`src/rtl/jdh_pkg.sv`:
```
// Package for the joystick direction decoder: sizes, register codes, axis states,
// direction codes and the direction lookup. Depends on nothing.
package jdh_pkg;

	localparam int SAMPLES_PER_READING = 8;
	localparam int SAMPLE_W = 12;
	localparam int SUM_W = SAMPLE_W + $clog2(SAMPLES_PER_READING);
	localparam int COUNT_W = (SAMPLES_PER_READING > 1) ? $clog2(SAMPLES_PER_READING) : 1;
	localparam int DIR_W = 4;
	localparam int CFG_INDEX_W = 2;
	localparam int CFG_DATA_W = 12;

	typedef enum logic [CFG_INDEX_W-1:0] {
		REG_IDLE_LOW,
		REG_IDLE_HIGH,
		REG_LOW_BARRIER,
		REG_HIGH_BARRIER
	} cfg_reg_t;

	typedef struct packed {
		logic [SAMPLE_W-1:0] idle_low;
		logic [SAMPLE_W-1:0] idle_high;
		logic [SAMPLE_W-1:0] low_barrier;
		logic [SAMPLE_W-1:0] high_barrier;
	} cfg_t;

	localparam logic [SAMPLE_W-1:0] IDLE_LOW_RST = SAMPLE_W'(28);
	localparam logic [SAMPLE_W-1:0] IDLE_HIGH_RST = SAMPLE_W'(32);
	localparam logic [SAMPLE_W-1:0] LOW_BARRIER_RST = SAMPLE_W'(27);
	localparam logic [SAMPLE_W-1:0] HIGH_BARRIER_RST = SAMPLE_W'(33);

	typedef struct packed {
		logic [SAMPLE_W-1:0] x_avg;
		logic [SAMPLE_W-1:0] y_avg;
	} reading_t;

	typedef enum logic [1:0] {
		AX_IDLE,
		AX_LOW,
		AX_HIGH
	} axis_t;

	localparam logic [DIR_W-1:0] DIR_IDLE = DIR_W'(0);
	localparam logic [DIR_W-1:0] DIR_UP = DIR_W'(1);
	localparam logic [DIR_W-1:0] DIR_UP_RIGHT = DIR_W'(2);
	localparam logic [DIR_W-1:0] DIR_RIGHT = DIR_W'(3);
	localparam logic [DIR_W-1:0] DIR_DOWN_RIGHT = DIR_W'(4);
	localparam logic [DIR_W-1:0] DIR_DOWN = DIR_W'(5);
	localparam logic [DIR_W-1:0] DIR_DOWN_LEFT = DIR_W'(6);
	localparam logic [DIR_W-1:0] DIR_LEFT = DIR_W'(7);
	localparam logic [DIR_W-1:0] DIR_UP_LEFT = DIR_W'(8);

	// On X the low side is right; on Y the low side is up.
	function automatic logic [DIR_W-1:0] dir_code(axis_t x_st, axis_t y_st);
		logic [DIR_W-1:0] code;
		case (y_st)
			AX_LOW: begin
				case (x_st)
					AX_LOW: code = DIR_UP_RIGHT;
					AX_HIGH: code = DIR_UP_LEFT;
					default: code = DIR_UP;
				endcase
			end
			AX_HIGH: begin
				case (x_st)
					AX_LOW: code = DIR_DOWN_RIGHT;
					AX_HIGH: code = DIR_DOWN_LEFT;
					default: code = DIR_DOWN;
				endcase
			end
			default: begin
				case (x_st)
					AX_LOW: code = DIR_RIGHT;
					AX_HIGH: code = DIR_LEFT;
					default: code = DIR_IDLE;
				endcase
			end
		endcase
		return code;
	endfunction

endpackage

```
`src/rtl/jdh_axis.sv`:
```
// Three-state hysteresis machine for one joystick axis.
// Depends on jdh_pkg for the axis states and the threshold registers.
module jdh_axis import jdh_pkg::*; (
	input  logic                clk,
	input  logic                arst_n,
	input  logic                load,
	input  logic [SAMPLE_W-1:0] avg,
	input  cfg_t                cfg,
	output axis_t               state_q,
	output axis_t               state_next
);

	logic in_window;
	logic at_low;
	logic at_high;

	assign in_window = (avg > cfg.idle_low) && (avg < cfg.idle_high);
	assign at_low = (avg <= cfg.low_barrier);
	assign at_high = (avg >= cfg.high_barrier);

	// The idle window wins from an active side; the low barrier wins from idle.
	always_comb begin
		unique case (state_q)
			AX_LOW: begin
				if (in_window) state_next = AX_IDLE;
				else if (at_high) state_next = AX_HIGH;
				else state_next = AX_LOW;
			end
			AX_HIGH: begin
				if (in_window) state_next = AX_IDLE;
				else if (at_low) state_next = AX_LOW;
				else state_next = AX_HIGH;
			end
			default: begin
				if (at_low) state_next = AX_LOW;
				else if (at_high) state_next = AX_HIGH;
				else state_next = AX_IDLE;
			end
		endcase
	end

	always_ff @(posedge clk or negedge arst_n) begin
		if (!arst_n) begin
			state_q <= AX_IDLE;
		end else if (load) begin
			state_q <= state_next;
		end
	end

endmodule

```
`config.mk`:
```
export PLATFORM = sky130hd
export DESIGN_NAME = jdh_axis
export DESIGN_NICKNAME = d
export VERILOG_FILES = /design/src/rtl/jdh_pkg.sv /design/src/rtl/jdh_axis.sv
export SDC_FILE = /design/constraint.sdc
export NUM_CORES = 1
export LEC_CHECK = 0
export BUFFER_PORTS_ARGS = -buffer_cell sky130_fd_sc_hd__buf_4
export CORE_MARGIN = 2
export CORE_UTILIZATION = 51
export CTS_BUF_LIST = sky130_fd_sc_hd__clkbuf_16
export CTS_CLUSTER_DIAMETER = 30
export DETAILED_ROUTE_END_ITERATION = 6
export GPL_ROUTABILITY_DRIVEN = 0
export PLACE_DENSITY = 0.95
export SYNTH_ARGS = -nofsm -noshare
export SYNTH_HDL_FRONTEND = slang
export SYNTH_SLANG_ARGS = --single-unit
```
`constraint.sdc`:
```
create_clock -name clk -period 2.66 [get_ports clk]
set_input_delay 0.266 -clock clk [delete_from_list [all_inputs] [get_ports clk]]
set_output_delay 0.266 -clock clk [all_outputs]
set_load 0.005 [all_outputs]
```
==> metrics.md <==
| Metric | Value |
|---|---|
| Setup Crit Path Kind | in2out |
| Wire per inst | 13.3 µm |
| Cell area after synthesis | about 1400 µm² |
| DIE HEIGHT | 55.6 µm |
| Worst-Skew Late Latency | 0.22 ns |
| Cts repair resizes | 0 |
| Total core area | 2500 µm² |
| Synth warn | 0 |
| Layout cells sized above 1 | 0.304 |
| Syn_area_per_cell | 7.67 µm² |
| Routed WL | ~3700 µm |
| First-pass GRT wire length | between 6000 and 7000 µm |
| CP top delay family | compound AO/OA/AOI/OAI gates |
| Ys flop type | dfrtp_1 |
| Setup tns final | 0 ns |
| CTS Buf Count | 3 |
| Global Route Usage Sum | 0.249 |
| Clock buffer depth | 2 |
| Sequential share of the synthesized area | 0.0369 |
| Commonest cells post-synth | 49 x ha_1, 47 x inv_1, 12 x a21oi_1, 7 x a21o_1, 7 x nand2_1 |
| Endpoints failing setup | 0 |
| Area Growth Syn to Fin | 45.5% |
| Initial detailed-routing violation count | 47 |
| RSZ-0062 raised after global routing | no |
| H-tree depth | 1 |
| Vias in the first global route | approximately 1,600 |
| Synth top area cells | ha_1 45%, inv_1 13%, a21oi_1 4.4% |
| DP HPWL | 3290 µm |
| Final core utilization | 0.790 |
| Total chip power | between 0.6 and 0.7 mW |
| Startpoint types | input pin |
| Drt pass-1 iters | 4 |
| CP required | 2.39 ns |
| Area of the multi-input gates | 1130 µm² |
| # fillers | 194 |
| Final Hold Vio Count | 0 |
| Final worst path period need | 2.30 ns |
| Final Skew | 0.000662 ns |
| Hold Startpoint | load |
| Fin. max-slew vios | 0 |
| Most flops, register | state_q |
| Final period util | 0.865 |
| DRT antenna net count | 0 |
| Power Density | 351 nW/µm² |
| Slew margin rel. | 0.713 |
| Root buf cell | clkbuf_16 |
| Row cnt | 18 |
| Fraction of registers with async set/reset | 1.00 |
| Clk sinks | 2 |
| Port bufs | 66 |
| Flop-to-flop setup slack | 0.89 ns |
| Status | finished, final reports clean |
| TritonCTS clock tree | yes |
| #FFs+latches synth | 2 |
| Worst Hold Class | in2reg |
| Post-synth net total | a little under 300 |
| Top cell type's share of synthesized area | 0.452 |
| Clock-pin slew on the worst setup and hold paths | about 0.030 ns |
| Post-Syn Instances | 177 |
| WP buf/inv | 2 |
| Initial antenna violation count | 0 |
| Top-count cell post-synth | ha_1 |
| Vias/cell | 5.61 |
| Setup Fix Bufs, Post-CTS | 0 |
| Die Span X | roughly 56 µm |
| Count of cell types in the netlist | 29 |
| Crit path from | avg[11] |
| Tightest Pin Transition | between 0.4 and 0.5 ns |
| CP Capture Type | primary output |
| Worst r2r src | state_q[0] |
| FMAX | around 430 MHz |
| DR vias | 1,553 |
| Total inserted antenna cells | 0 |
| DIE AREA | 3090 µm² |
| Sequential cell area | 50.0 µm² |
| Crit-path cells | buf_4, ha_1, a21oi_1, o21ai_0, a2111oi_2, a211oi_1, o211ai_1, nand3_1, buf_4 |
| Drt drc | 0 |
| Largest net degree at the start of global routing | 6 |
| Crit path largest cell delay | 0.44 ns |
| Starting Density | 0.543 |
| Synth area leader | ha_1 |
| Gr ovfl total | 0 |
| Layout Nets | 361 |
| Peak VDD IR | 0.686 mV |
| EDFF count, synth | 0 |
| Largest regs | state_q (2) |
| Critical-path top delay cell | a2111oi_2 |
| P_leak | between 1 and 1.5 nW |
| IO Count | 67 |
| Number of flip-flops in the largest register | 2 |
| CP max FO | 4 |
| Data arrival at the endpoint of the critical path | roughly 2.0 ns |
| Critical Path Most Common Cell | buf_4 |
| MaxCap Viol Count | 0 |
power by group:
part	switching, mW	internal [mW]
Combinational	0.201	0.218
Sequential	0.0119	0.0422
Clock	0.0300	0.191
cell families after synthesis:
group / after synthesis / share of synthesized area
DFF: 2 / 0.0369
adders and majority gates: 49 / 0.452
buffers and inverters: 47 / 0.130
AOI/OAI and AO/OA: 44 / 0.239
and+or+nand+nor: 35 / 0.143
cell type report:
cell class | instances | share of cell area
timing repair buffer | 67 | 0.256
sequential | 2 | 0.0253
tap | 30 | 0.0190
clock buffer | 3 | 0.0380
multi-input combinational | 128 | 0.573
inverter | 47 | 0.0893
per-layer routing:
metal / GRT usage / routed length [µm]
met2: 0.463 / 1970
met5: 0 / 0
met4: 0.0488 / 22
met1: 0.302 / 1490
met3: 0.0349 / 204
timing repair:
item | CTS | global route
endpoints found under the setup margin | 0 | 0
endpoints found under the hold margin | 2 | 0
hold buffers | 1 | 0
final timing paths:
kind	end	cells after the start
max	state_next[1]	9
min	state_q[1]	2
max reg2reg	state_q[0]	5
min reg2reg	state_q[1]	2
max in group asynchronous	state_q[1]	2
min in group asynchronous	state_q[0]	2
cell usage in the layout (no fill, tap or decap), types with 2 or more instances in the layout:
master,Yosys,final
a211o_1,2,2
a211oi_1,3,3
a21o_1,7,7
a21oi_1,12,12
a31oi_1,2,2
a41oi_1,3,3
buf_4,0,66
clkbuf_16,0,3
dfrtp_1,2,2
ha_1,49,49
inv_1,47,47
nand2_1,7,7
nand2b_1,2,2
nand3_1,5,5
nand4_1,6,6
nor2_1,6,6
nor2b_1,2,2
nor3_1,2,2
o211ai_1,6,6
o21ai_0,3,3
through the flow:
stage	instances	hold WS (ns)	setup WS [ns]	area (µm²)
6_report	277	0.301	0.358	1980
5_1_grt	277	0.303	0.228	1980
4_1_cts	277	0.299	0.384	1980
3_5_place_dp	273	0.0502	0.388	1890
3_3_place_gp	273	0.0492	0.440	1890
2_1_floorplan	177	-0.0296	0.780	1360
worst reg2reg max path: stages, from the launching register on:
cell and delay (ns):
dfrtp_1 0.38, inv_1 0.06, ha_1 0.38, nor4b_2 0.44, o211ai_1 0.16, a41oi_1 0.25
(Power assumes the default switching activity.)
