`src/rtl/jdh_pkg.sv`:
```
// Package for the joystick direction decoder: sizes, register codes, axis states,
// direction codes and the direction lookup. Depends on nothing.
package jdh_pkg;

	localparam int SAMPLES_PER_READING = 8;
	localparam int SAMPLE_W = 12;
	localparam int SUM_W = SAMPLE_W + $clog2(SAMPLES_PER_READING);
	localparam int COUNT_W = (SAMPLES_PER_READING > 1) ? $clog2(SAMPLES_PER_READING) : 1;
	localparam int DIR_W = 4;
	localparam int CFG_INDEX_W = 2;
	localparam int CFG_DATA_W = 12;

	typedef enum logic [CFG_INDEX_W-1:0] {
		REG_IDLE_LOW,
		REG_IDLE_HIGH,
		REG_LOW_BARRIER,
		REG_HIGH_BARRIER
	} cfg_reg_t;

	typedef struct packed {
		logic [SAMPLE_W-1:0] idle_low;
		logic [SAMPLE_W-1:0] idle_high;
		logic [SAMPLE_W-1:0] low_barrier;
		logic [SAMPLE_W-1:0] high_barrier;
	} cfg_t;

	localparam logic [SAMPLE_W-1:0] IDLE_LOW_RST = SAMPLE_W'(28);
	localparam logic [SAMPLE_W-1:0] IDLE_HIGH_RST = SAMPLE_W'(32);
	localparam logic [SAMPLE_W-1:0] LOW_BARRIER_RST = SAMPLE_W'(27);
	localparam logic [SAMPLE_W-1:0] HIGH_BARRIER_RST = SAMPLE_W'(33);

	typedef struct packed {
		logic [SAMPLE_W-1:0] x_avg;
		logic [SAMPLE_W-1:0] y_avg;
	} reading_t;

	typedef enum logic [1:0] {
		AX_IDLE,
		AX_LOW,
		AX_HIGH
	} axis_t;

	localparam logic [DIR_W-1:0] DIR_IDLE = DIR_W'(0);
	localparam logic [DIR_W-1:0] DIR_UP = DIR_W'(1);
	localparam logic [DIR_W-1:0] DIR_UP_RIGHT = DIR_W'(2);
	localparam logic [DIR_W-1:0] DIR_RIGHT = DIR_W'(3);
	localparam logic [DIR_W-1:0] DIR_DOWN_RIGHT = DIR_W'(4);
	localparam logic [DIR_W-1:0] DIR_DOWN = DIR_W'(5);
	localparam logic [DIR_W-1:0] DIR_DOWN_LEFT = DIR_W'(6);
	localparam logic [DIR_W-1:0] DIR_LEFT = DIR_W'(7);
	localparam logic [DIR_W-1:0] DIR_UP_LEFT = DIR_W'(8);

	// On X the low side is right; on Y the low side is up.
	function automatic logic [DIR_W-1:0] dir_code(axis_t x_st, axis_t y_st);
		logic [DIR_W-1:0] code;
		case (y_st)
			AX_LOW: begin
				case (x_st)
					AX_LOW: code = DIR_UP_RIGHT;
					AX_HIGH: code = DIR_UP_LEFT;
					default: code = DIR_UP;
				endcase
			end
			AX_HIGH: begin
				case (x_st)
					AX_LOW: code = DIR_DOWN_RIGHT;
					AX_HIGH: code = DIR_DOWN_LEFT;
					default: code = DIR_DOWN;
				endcase
			end
			default: begin
				case (x_st)
					AX_LOW: code = DIR_RIGHT;
					AX_HIGH: code = DIR_LEFT;
					default: code = DIR_IDLE;
				endcase
			end
		endcase
		return code;
	endfunction

endpackage

```
`src/rtl/jdh_accum.sv`:
```
// Sample accumulator: sums X and Y over one reading and registers the two averages.
// Depends on jdh_pkg.
module jdh_accum import jdh_pkg::*; (
	input  logic                clk,
	input  logic                arst_n,
	input  logic                in_fire,
	input  logic [SAMPLE_W-1:0] x_sample,
	input  logic [SAMPLE_W-1:0] y_sample,
	input  logic                take,
	output reading_t            rd_s1,
	output logic                rd_valid_s1
);

	logic [SUM_W-1:0]   x_sum_q;
	logic [SUM_W-1:0]   y_sum_q;
	logic [COUNT_W-1:0] count_q;
	logic [SUM_W-1:0]   x_sum_next;
	logic [SUM_W-1:0]   y_sum_next;
	logic               last;

	assign x_sum_next = x_sum_q + SUM_W'(x_sample);
	assign y_sum_next = y_sum_q + SUM_W'(y_sample);
	assign last = (count_q == COUNT_W'(SAMPLES_PER_READING - 1));

	always_ff @(posedge clk or negedge arst_n) begin
		if (!arst_n) begin
			x_sum_q <= '0;
			y_sum_q <= '0;
			count_q <= '0;
			rd_valid_s1 <= 1'b0;
		end else begin
			if (take) begin
				rd_valid_s1 <= 1'b0;
			end
			if (in_fire) begin
				if (last) begin
					x_sum_q <= '0;
					y_sum_q <= '0;
					count_q <= '0;
					rd_valid_s1 <= 1'b1;
				end else begin
					x_sum_q <= x_sum_next;
					y_sum_q <= y_sum_next;
					count_q <= count_q + COUNT_W'(1);
				end
			end
		end
	end

	always_ff @(posedge clk) begin
		if (in_fire && last) begin
			rd_s1.x_avg <= SAMPLE_W'(x_sum_next / SUM_W'(SAMPLES_PER_READING));
			rd_s1.y_avg <= SAMPLE_W'(y_sum_next / SUM_W'(SAMPLES_PER_READING));
		end
	end

endmodule

```
`config.mk`:
```
export PLATFORM = sky130hd
export DESIGN_NAME = jdh_accum
export DESIGN_NICKNAME = d
export VERILOG_FILES = /design/src/rtl/jdh_pkg.sv /design/src/rtl/jdh_accum.sv
export SDC_FILE = /design/constraint.sdc
export NUM_CORES = 1
export LEC_CHECK = 0
export ABC_AREA = 0
export BUFFER_PORTS_ARGS = -buffer_cell sky130_fd_sc_hd__buf_2
export CAP_MARGIN = 20
export CORE_ASPECT_RATIO = 0.7
export CORE_MARGIN = 4
export CORE_UTILIZATION = 62
export CTS_BUF_LIST = sky130_fd_sc_hd__clkbuf_16
export DETAILED_ROUTE_END_ITERATION = 12
export HOLD_SLACK_MARGIN = 0.08
export PLACE_DENSITY = 0.91
export SKIP_LAST_GASP = 1
export SLEW_MARGIN = 20
export SYNTH_ARGS = -nofsm -noshare
export SYNTH_HDL_FRONTEND = slang
export SYNTH_SLANG_ARGS = --single-unit
```
`constraint.sdc`:
```
create_clock -name clk -period 6.9 [get_ports clk]
set_input_delay 1.725 -clock clk [delete_from_list [all_inputs] [get_ports clk]]
set_output_delay 1.725 -clock clk [all_outputs]
set_load 0.02 [all_outputs]
```
==> results of run 1 <==
[logic make-up after synthesis]
logic type	Yosys count	synth area share, %
AND/OR/NAND/NOR	80	12.2
flip-flops	58	45.4
AO/OA/AOI/OAI	103	21.8
buffers and inverters	33	3.83
multiplexers	2	0.615
XOR/XNOR	22	5.57
adder cells (fa/ha/maj)	28	10.6
[Yosys cell counts (all sizes together), types with 3 or more instances]
library cell / count / area share (%)
a2111oi: 4 / 1.2
a211oi: 5 / 1.1
a21o: 10 / 2.2
a21oi: 21 / 3.1
a22o: 13 / 3.3
and2: 4 / 0.76
and3: 4 / 1.0
clkbuf: 10 / 1.1
dfrtp: 34 / 25
edfxtp: 24 / 21
ha: 26 / 9.4
inv: 21 / 2.3
nand2: 17 / 1.8
nand3: 5 / 0.72
nand3b: 7 / 1.5
nand4: 4 / 0.72
nor2: 17 / 1.8
nor3: 9 / 1.3
o211ai: 3 / 0.65
o21ai: 14 / 2.0
o221ai: 3 / 0.76
o2bb2ai: 3 / 0.76
o311ai: 3 / 0.76
o31a: 3 / 0.76
o32ai: 3 / 0.76
or3: 4 / 0.76
xnor2: 14 / 3.5
xor2: 8 / 2.0
[flip-flops by register name, indices dropped and copies added (netlist names)]
signal       cells
y_sum_q         15
rd_valid_s1      1
x_sum_q         15
rd_s1           24
count_q          3
[through the flow]
| stage | utilization, % | hold slack, ns | total power, mW | setup slack (ns) | area [um2] |
|---|---|---|---|---|---|
| after global routing | 75.5 | 0.529 | 2.07 | 3.06 | 4010 |
| final | 75.5 | 0.509 | 1.93 | 3.19 | 4010 |
| after CTS | 75.5 | 0.506 | 1.92 | 3.23 | 4010 |
| after global placement | 70.7 | 0.472 | 1.47 | 2.94 | 3760 |
| after floorplan | - | 0.457 | 1.32 | 3.19 | 3460 |
| after detailed placement | 70.7 | 0.490 | 1.53 | 2.90 | 3760 |
[layout by cell type, fill, tap and decap left out, drive strengths merged, types with 4 or more instances in the layout]
cell | synthesis | final
and2 | 4 | 4
nor2 | 17 | 17
a21oi | 21 | 21
and3 | 4 | 4
dfrtp | 34 | 34
o21ai | 14 | 14
or3 | 4 | 4
buf | 2 | 52
a211oi | 5 | 5
nand3b | 7 | 7
nor3 | 9 | 9
edfxtp | 24 | 24
inv | 21 | 23
a21o | 10 | 10
nand2 | 17 | 17
xnor2 | 14 | 14
ha | 26 | 26
a2111oi | 4 | 4
clkinv | 0 | 5
nand4 | 4 | 4
nand3 | 5 | 5
clkbuf | 10 | 9
a22o | 13 | 13
xor2 | 8 | 8
[cell type report]
type	count	area [um2]	area share, %
sequential	58	1570	39.2
multi-input combinational	235	1760	43.8
clock buffer	9	225	5.61
tap	72	90.1	2.25
timing repair buffer	52	260	6.49
inverter	21	78.8	1.97
clock inverter	7	28.8	0.717
[how the worst max path moves through the flow]
stage,from,end
finish,y_sample[0],rd_s1[11]
global route,y_sample[0],rd_s1[11]
CTS,x_sample[0],x_sum_q[14]
detailed placement,x_sample[0],x_sum_q[12]
global placement,y_sample[0],rd_s1[11]
floorplan,x_sample[0],x_sum_q[12]
[layer usage]
metal	GRT usage (%)	up-vias	part of all wire (%)
li1	-	1340	-
met1	32.9	1337	45
met2	37.2	129	46
met3	8.28	10	8.1
met4	7.22	0	1.3
met5	0	-	0
[power groups by stage]
stage                     clock [mW]  sequential (mW)  combinational, mW
after detailed placement           0            0.601              0.927
after global routing           0.402            0.615               1.05
after global placement             0            0.595              0.876
after CTS                      0.386            0.597              0.939
after floorplan                    0            0.598              0.722
final                          0.382            0.598              0.954
==> results_dict.tcl, run 1 <==
set metrics [dict create \
    outcome "finished clean" \
    reg2regPathDepth 7 \
    path_max_fanout 4 \
    crit_path_max_incr_delay_ns 0.58 \
    cts_resized 0 \
    fmax_ghz 0.270 \
    r2r_end "rd_s1[11]" \
    root_buffer "clkbuf_16" \
    initial_core_util_pct 65.1 \
    drtAntennaViolNets 0 \
    intPower_mw 1.16 \
    clkSinkCount 58 \
    syn-cell-area_mm2 0.00346 \
    required_ns 6.96 \
    syn_avg_cell_area_um2 10.6 \
    p_leak_nw 1.81 \
    criticalPathCategory "in -> reg" \
    final.setup.tns_ns 0 \
    place_inst 438 \
    dp_hpwl_um 5610 \
    clk_pin_slew_ns 0.05 \
    setup_viol 0 \
    grt_pass1_wl_um 13200 \
    first_pass_iters 5 \
    fp.dieArea_mm2 0.00686 \
    slowest_stage "a2111oi_2" \
    numCtsBuffers 9 \
    synthCells 326 \
    clk_path_buf_depth 2 \
    drv_cap 0 \
    regToRegStartpoint "y_sum_q[0]" \
    ys_types 59 \
    fin_cells 454 \
    min_from "count_q[0]" \
    portBuffers 52 \
    place.gp.congestion 0.877 \
    drt_iter0_drc 219 \
    final.setup_skew_ns 0.00537 \
    synth_warnings 0 \
    placementRows 22 \
    grt_max_degree 35 \
    area_growth_pct 15.9 \
    ys.flop_type "dfrtp_1" \
    cp.depth 8 \
    worstHoldPathType "reg -> reg" \
    power_density_mw_per_mm2 482 \
    rsz0062_at_grt "no" \
    layout_worst_path_cycle_share_pct 53.8 \
    netSwitchingFraction_pct 40.1 \
    start_kind "input port" \
    final_layout_size_suffix_gt1_share_pct 19.4 \
    worst_slew_pin_slew_ns 1.04 \
    hold_depth 1 \
    synthesis.nets 382 \
    num_vias 2816 \
    cts_tree "built" \
    io_pins 53 \
    grt_pass1_vias 2733 \
    pwr-share-clk_pct 19.7 \
    ys_async_sr_fraction_pct 58.6 \
    cp_num_buf_inv 1 \
    fillers 346 \
    grtUsageTotal_pct 24.2 \
    ys_ff_latch 58 \
    holdBufCountCts 0 \
    hold_viol_final 0 \
    min_period_ns 3.71 \
    slew_violations 0 \
    synth_edf_count 24 \
    slew_headroom_pct 30.3 \
    insertion_delay_ns 0.33 \
    routed_wl_um 8040 \
    ff2ff_setup_slack_ns 4.31 \
    die_height_um 70.5 \
    seqPwrFrac_pct 30.9 \
    power.net_switching_uw 776 \
    crit_family "compound AO/OA/AOI/OAI gates" \
    cp_data_arrival_time_ns 3.77 \
    drc 0 \
    end_kind "register" \
    synth_seq_area_share_pct 45.4 \
    pwr-share-comb_pct 49.3 \
    antenna_cells 0 \
    routedWlPerCell_um 17.7 \
    min_to "count_q[0]" \
    htree_levels 3 \
    cts_setup_buffers 0 \
    core_area_mm2 0.00531 \
    ir_drop_uv 292 \
    die_w_um 97.3 \
    antenna_found_initial 0 \
    gr-total-overflow 0 \
    via_per_inst 6.20 \
    cp_cell_sequence "buf_2, ha_1, fa_1, a21oi_1, o211ai_1, a2111oi_2, nor3_1, xor2_1" \
    final_nets 433 \
]
No activity file was read; power rests on OpenSTA's default activity.
==> run 2, diff against run 1 <==
- CORE_UTILIZATION: 62 -> 52
- PLACE_DENSITY: 0.91 -> 0.82
- clock period: 6.9 -> 3.2 ns (I/O delays scaled with it)
==> results_dict.tcl, run 2 (same netlist as run 1, synthesis figures left out) <==
set metrics [dict create \
    routed_wl_um 7940 \
    layout_worst_path_cycle_share_pct 88.5 \
    cp_cell_sequence "buf_2, ha_1, fa_1, a211oi_1, o21bai_1, a2111o_1, a2111oi_0, a221o_1" \
    drt_iter0_drc 317 \
    path_max_fanout 3 \
    mostFrequentLayoutCell "buf_2" \
    final.setup_skew_ns 0.00559 \
    routedWlPerCell_um 16.5 \
    netSwitchingFraction_pct 39.7 \
    drtAntennaViolNets 0 \
    grt_max_degree 35 \
    cts_tree "built" \
    place_inst 464 \
    p_leak_nw 1.83 \
    top_regs "rd_s1: 24 flops, x_sum_q: 15 flops, y_sum_q: 15 flops" \
    placementRows 24 \
    fmax_ghz 0.353 \
    via_per_inst 5.91 \
    clk_pin_slew_ns 0.05 \
    drc 0 \
    power_density_mw_per_mm2 1020 \
    fp.dieArea_mm2 0.00805 \
    final_layout_size_suffix_gt1_share_pct 21.9 \
    numCtsBuffers 9 \
    power_mw 4.20 \
    power.net_switching_mw 1.67 \
    min_from "count_q[0]" \
    drv_cap 0 \
    fin_cells 480 \
    seqPwrFrac_pct 30.5 \
    criticalPathCategory "in -> reg" \
    outcome "finished clean" \
    clkSinkCount 58 \
    crit_path_max_incr_delay_ns 0.45 \
    slowest_stage "a2111o_1" \
    slew_violations 0 \
    final_area_mm2 0.00411 \
    ir_drop_uv 536 \
    core_area_mm2 0.00634 \
    min_period_ns 2.83 \
    rsz0062_at_grt "no" \
    start_kind "input port" \
    layout_common_cells "buf_2 (52), dfrtp_1 (34), ha_1 (26), edfxtp_1 (24), inv_1 (21)" \
    root_buffer "clkbuf_16" \
    holdBufCountCts 0 \
    cts_resized 0 \
    pwr-share-clk_pct 20.5 \
    hold_viol_final 0 \
    initial_core_util_pct 54.6 \
    place.gp.congestion 0.913 \
    grt_pass1_vias 2782 \
    insertion_delay_ns 0.33 \
    slew_headroom_pct 45.3 \
    dpl-instance-area_mm2 0.00383 \
    pwr-share-comb_pct 49.0 \
    required_ns 3.46 \
    antenna_cells 0 \
    htree_levels 3 \
    setup_viol 0 \
    cts_setup_buffers 0 \
    first_pass_iters 4 \
    grtUsageTotal_pct 21.1 \
    final.setup.tns_ns 0 \
    area_growth_pct 18.6 \
    largest_reg_flops 24 \
    intPower_mw 2.53 \
    crit_start "x_sample[0]" \
    num_vias 2836 \
    fin_hold_ws_ns 0.477 \
    grt_pass1_wl_um 13600 \
    portBuffers 52 \
    io_pins 53 \
    regToRegStartpoint "x_sum_q[0]" \
    die_w_um 106 \
    dp_hpwl_um 5570 \
    die_height_um 76.3 \
    gr-total-overflow 0 \
    regMostFlops "rd_s1" \
    worstHoldPathType "reg -> reg" \
    antenna_found_initial 0 \
    worst_slew_pin_slew_ns 0.821 \
    clk_path_buf_depth 2 \
    cp_data_arrival_time_ns 3.09 \
    end_kind "register" \
    final_nets 440 \
]
## run 2: cell types whose count changed in the layout (fill, tap and decap cells not counted)
cell and change:
clkinvlp_4 +5, clkinv_1 -2, clkinv_2 -1, inv_1 -2, buf_4 +7
## run 2: worst paths after layout
| path | to | slack [ns] | cells past startpoint |
|---|---|---|---|
| worst min register to register | count_q[0] | 0.48 | 1 |
| worst min-delay path | count_q[0] | 0.48 | 1 |
| worst max register to register | x_sum_q[12] | 0.57 | 7 |
| min in group asynchronous | y_sum_q[3] | 0.57 | 1 |
| max in group asynchronous | x_sum_q[10] | 2.11 | 1 |
| worst max-delay path | x_sum_q[12] | 0.37 | 8 |
## run 2: routing by layer
layer	part of all wire [%]	wire [um]	track usage, %	up-vias
met5	0	0	0	-
met3	6.6	522	5.25	18
li1	-	-	-	1360
met4	2.0	160	7.50	0
met1	47	3710	30.8	1361
met2	45	3540	30.5	97
## run 2: worst max-delay path, delay by kind of cell
family                     cells  cell delay, ns
AOI/OAI and AO/OA              5            1.55
adders and majority gates      2            0.63
buffers and inverters          1            0.10
## run 2: cell type report
type | count | area, um2
Inverter | 21 | 78.8
Fill cell | 514 | 2230
Sequential cell | 58 | 1570
Clock inverter | 7 | 46.3
Multi-Input combinational cell | 235 | 1760
Timing Repair Buffer | 59 | 313
Tap cell | 91 | 114
Clock buffer | 9 | 225
## run 2: power by group through the flow
stage / Clock, mW / Combinational (mW) / Sequential (mW)
2_1_floorplan: 0 / 1.56 / 1.29
3_3_place_gp: 0 / 1.94 / 1.28
3_5_place_dp: 0 / 2.01 / 1.29
4_1_cts: 0.874 / 2.04 / 1.28
5_1_grt: 0.921 / 2.31 / 1.32
6_report: 0.862 / 2.06 / 1.28
## run 2: through the flow
step           utilization [%]  setup WS [ns]
2_1_floorplan                -          0.416
3_3_place_gp              60.5          0.185
3_5_place_dp              60.5         0.0904
4_1_cts                   64.8          0.419
5_1_grt                   64.8          0.254
6_report                  64.8          0.367
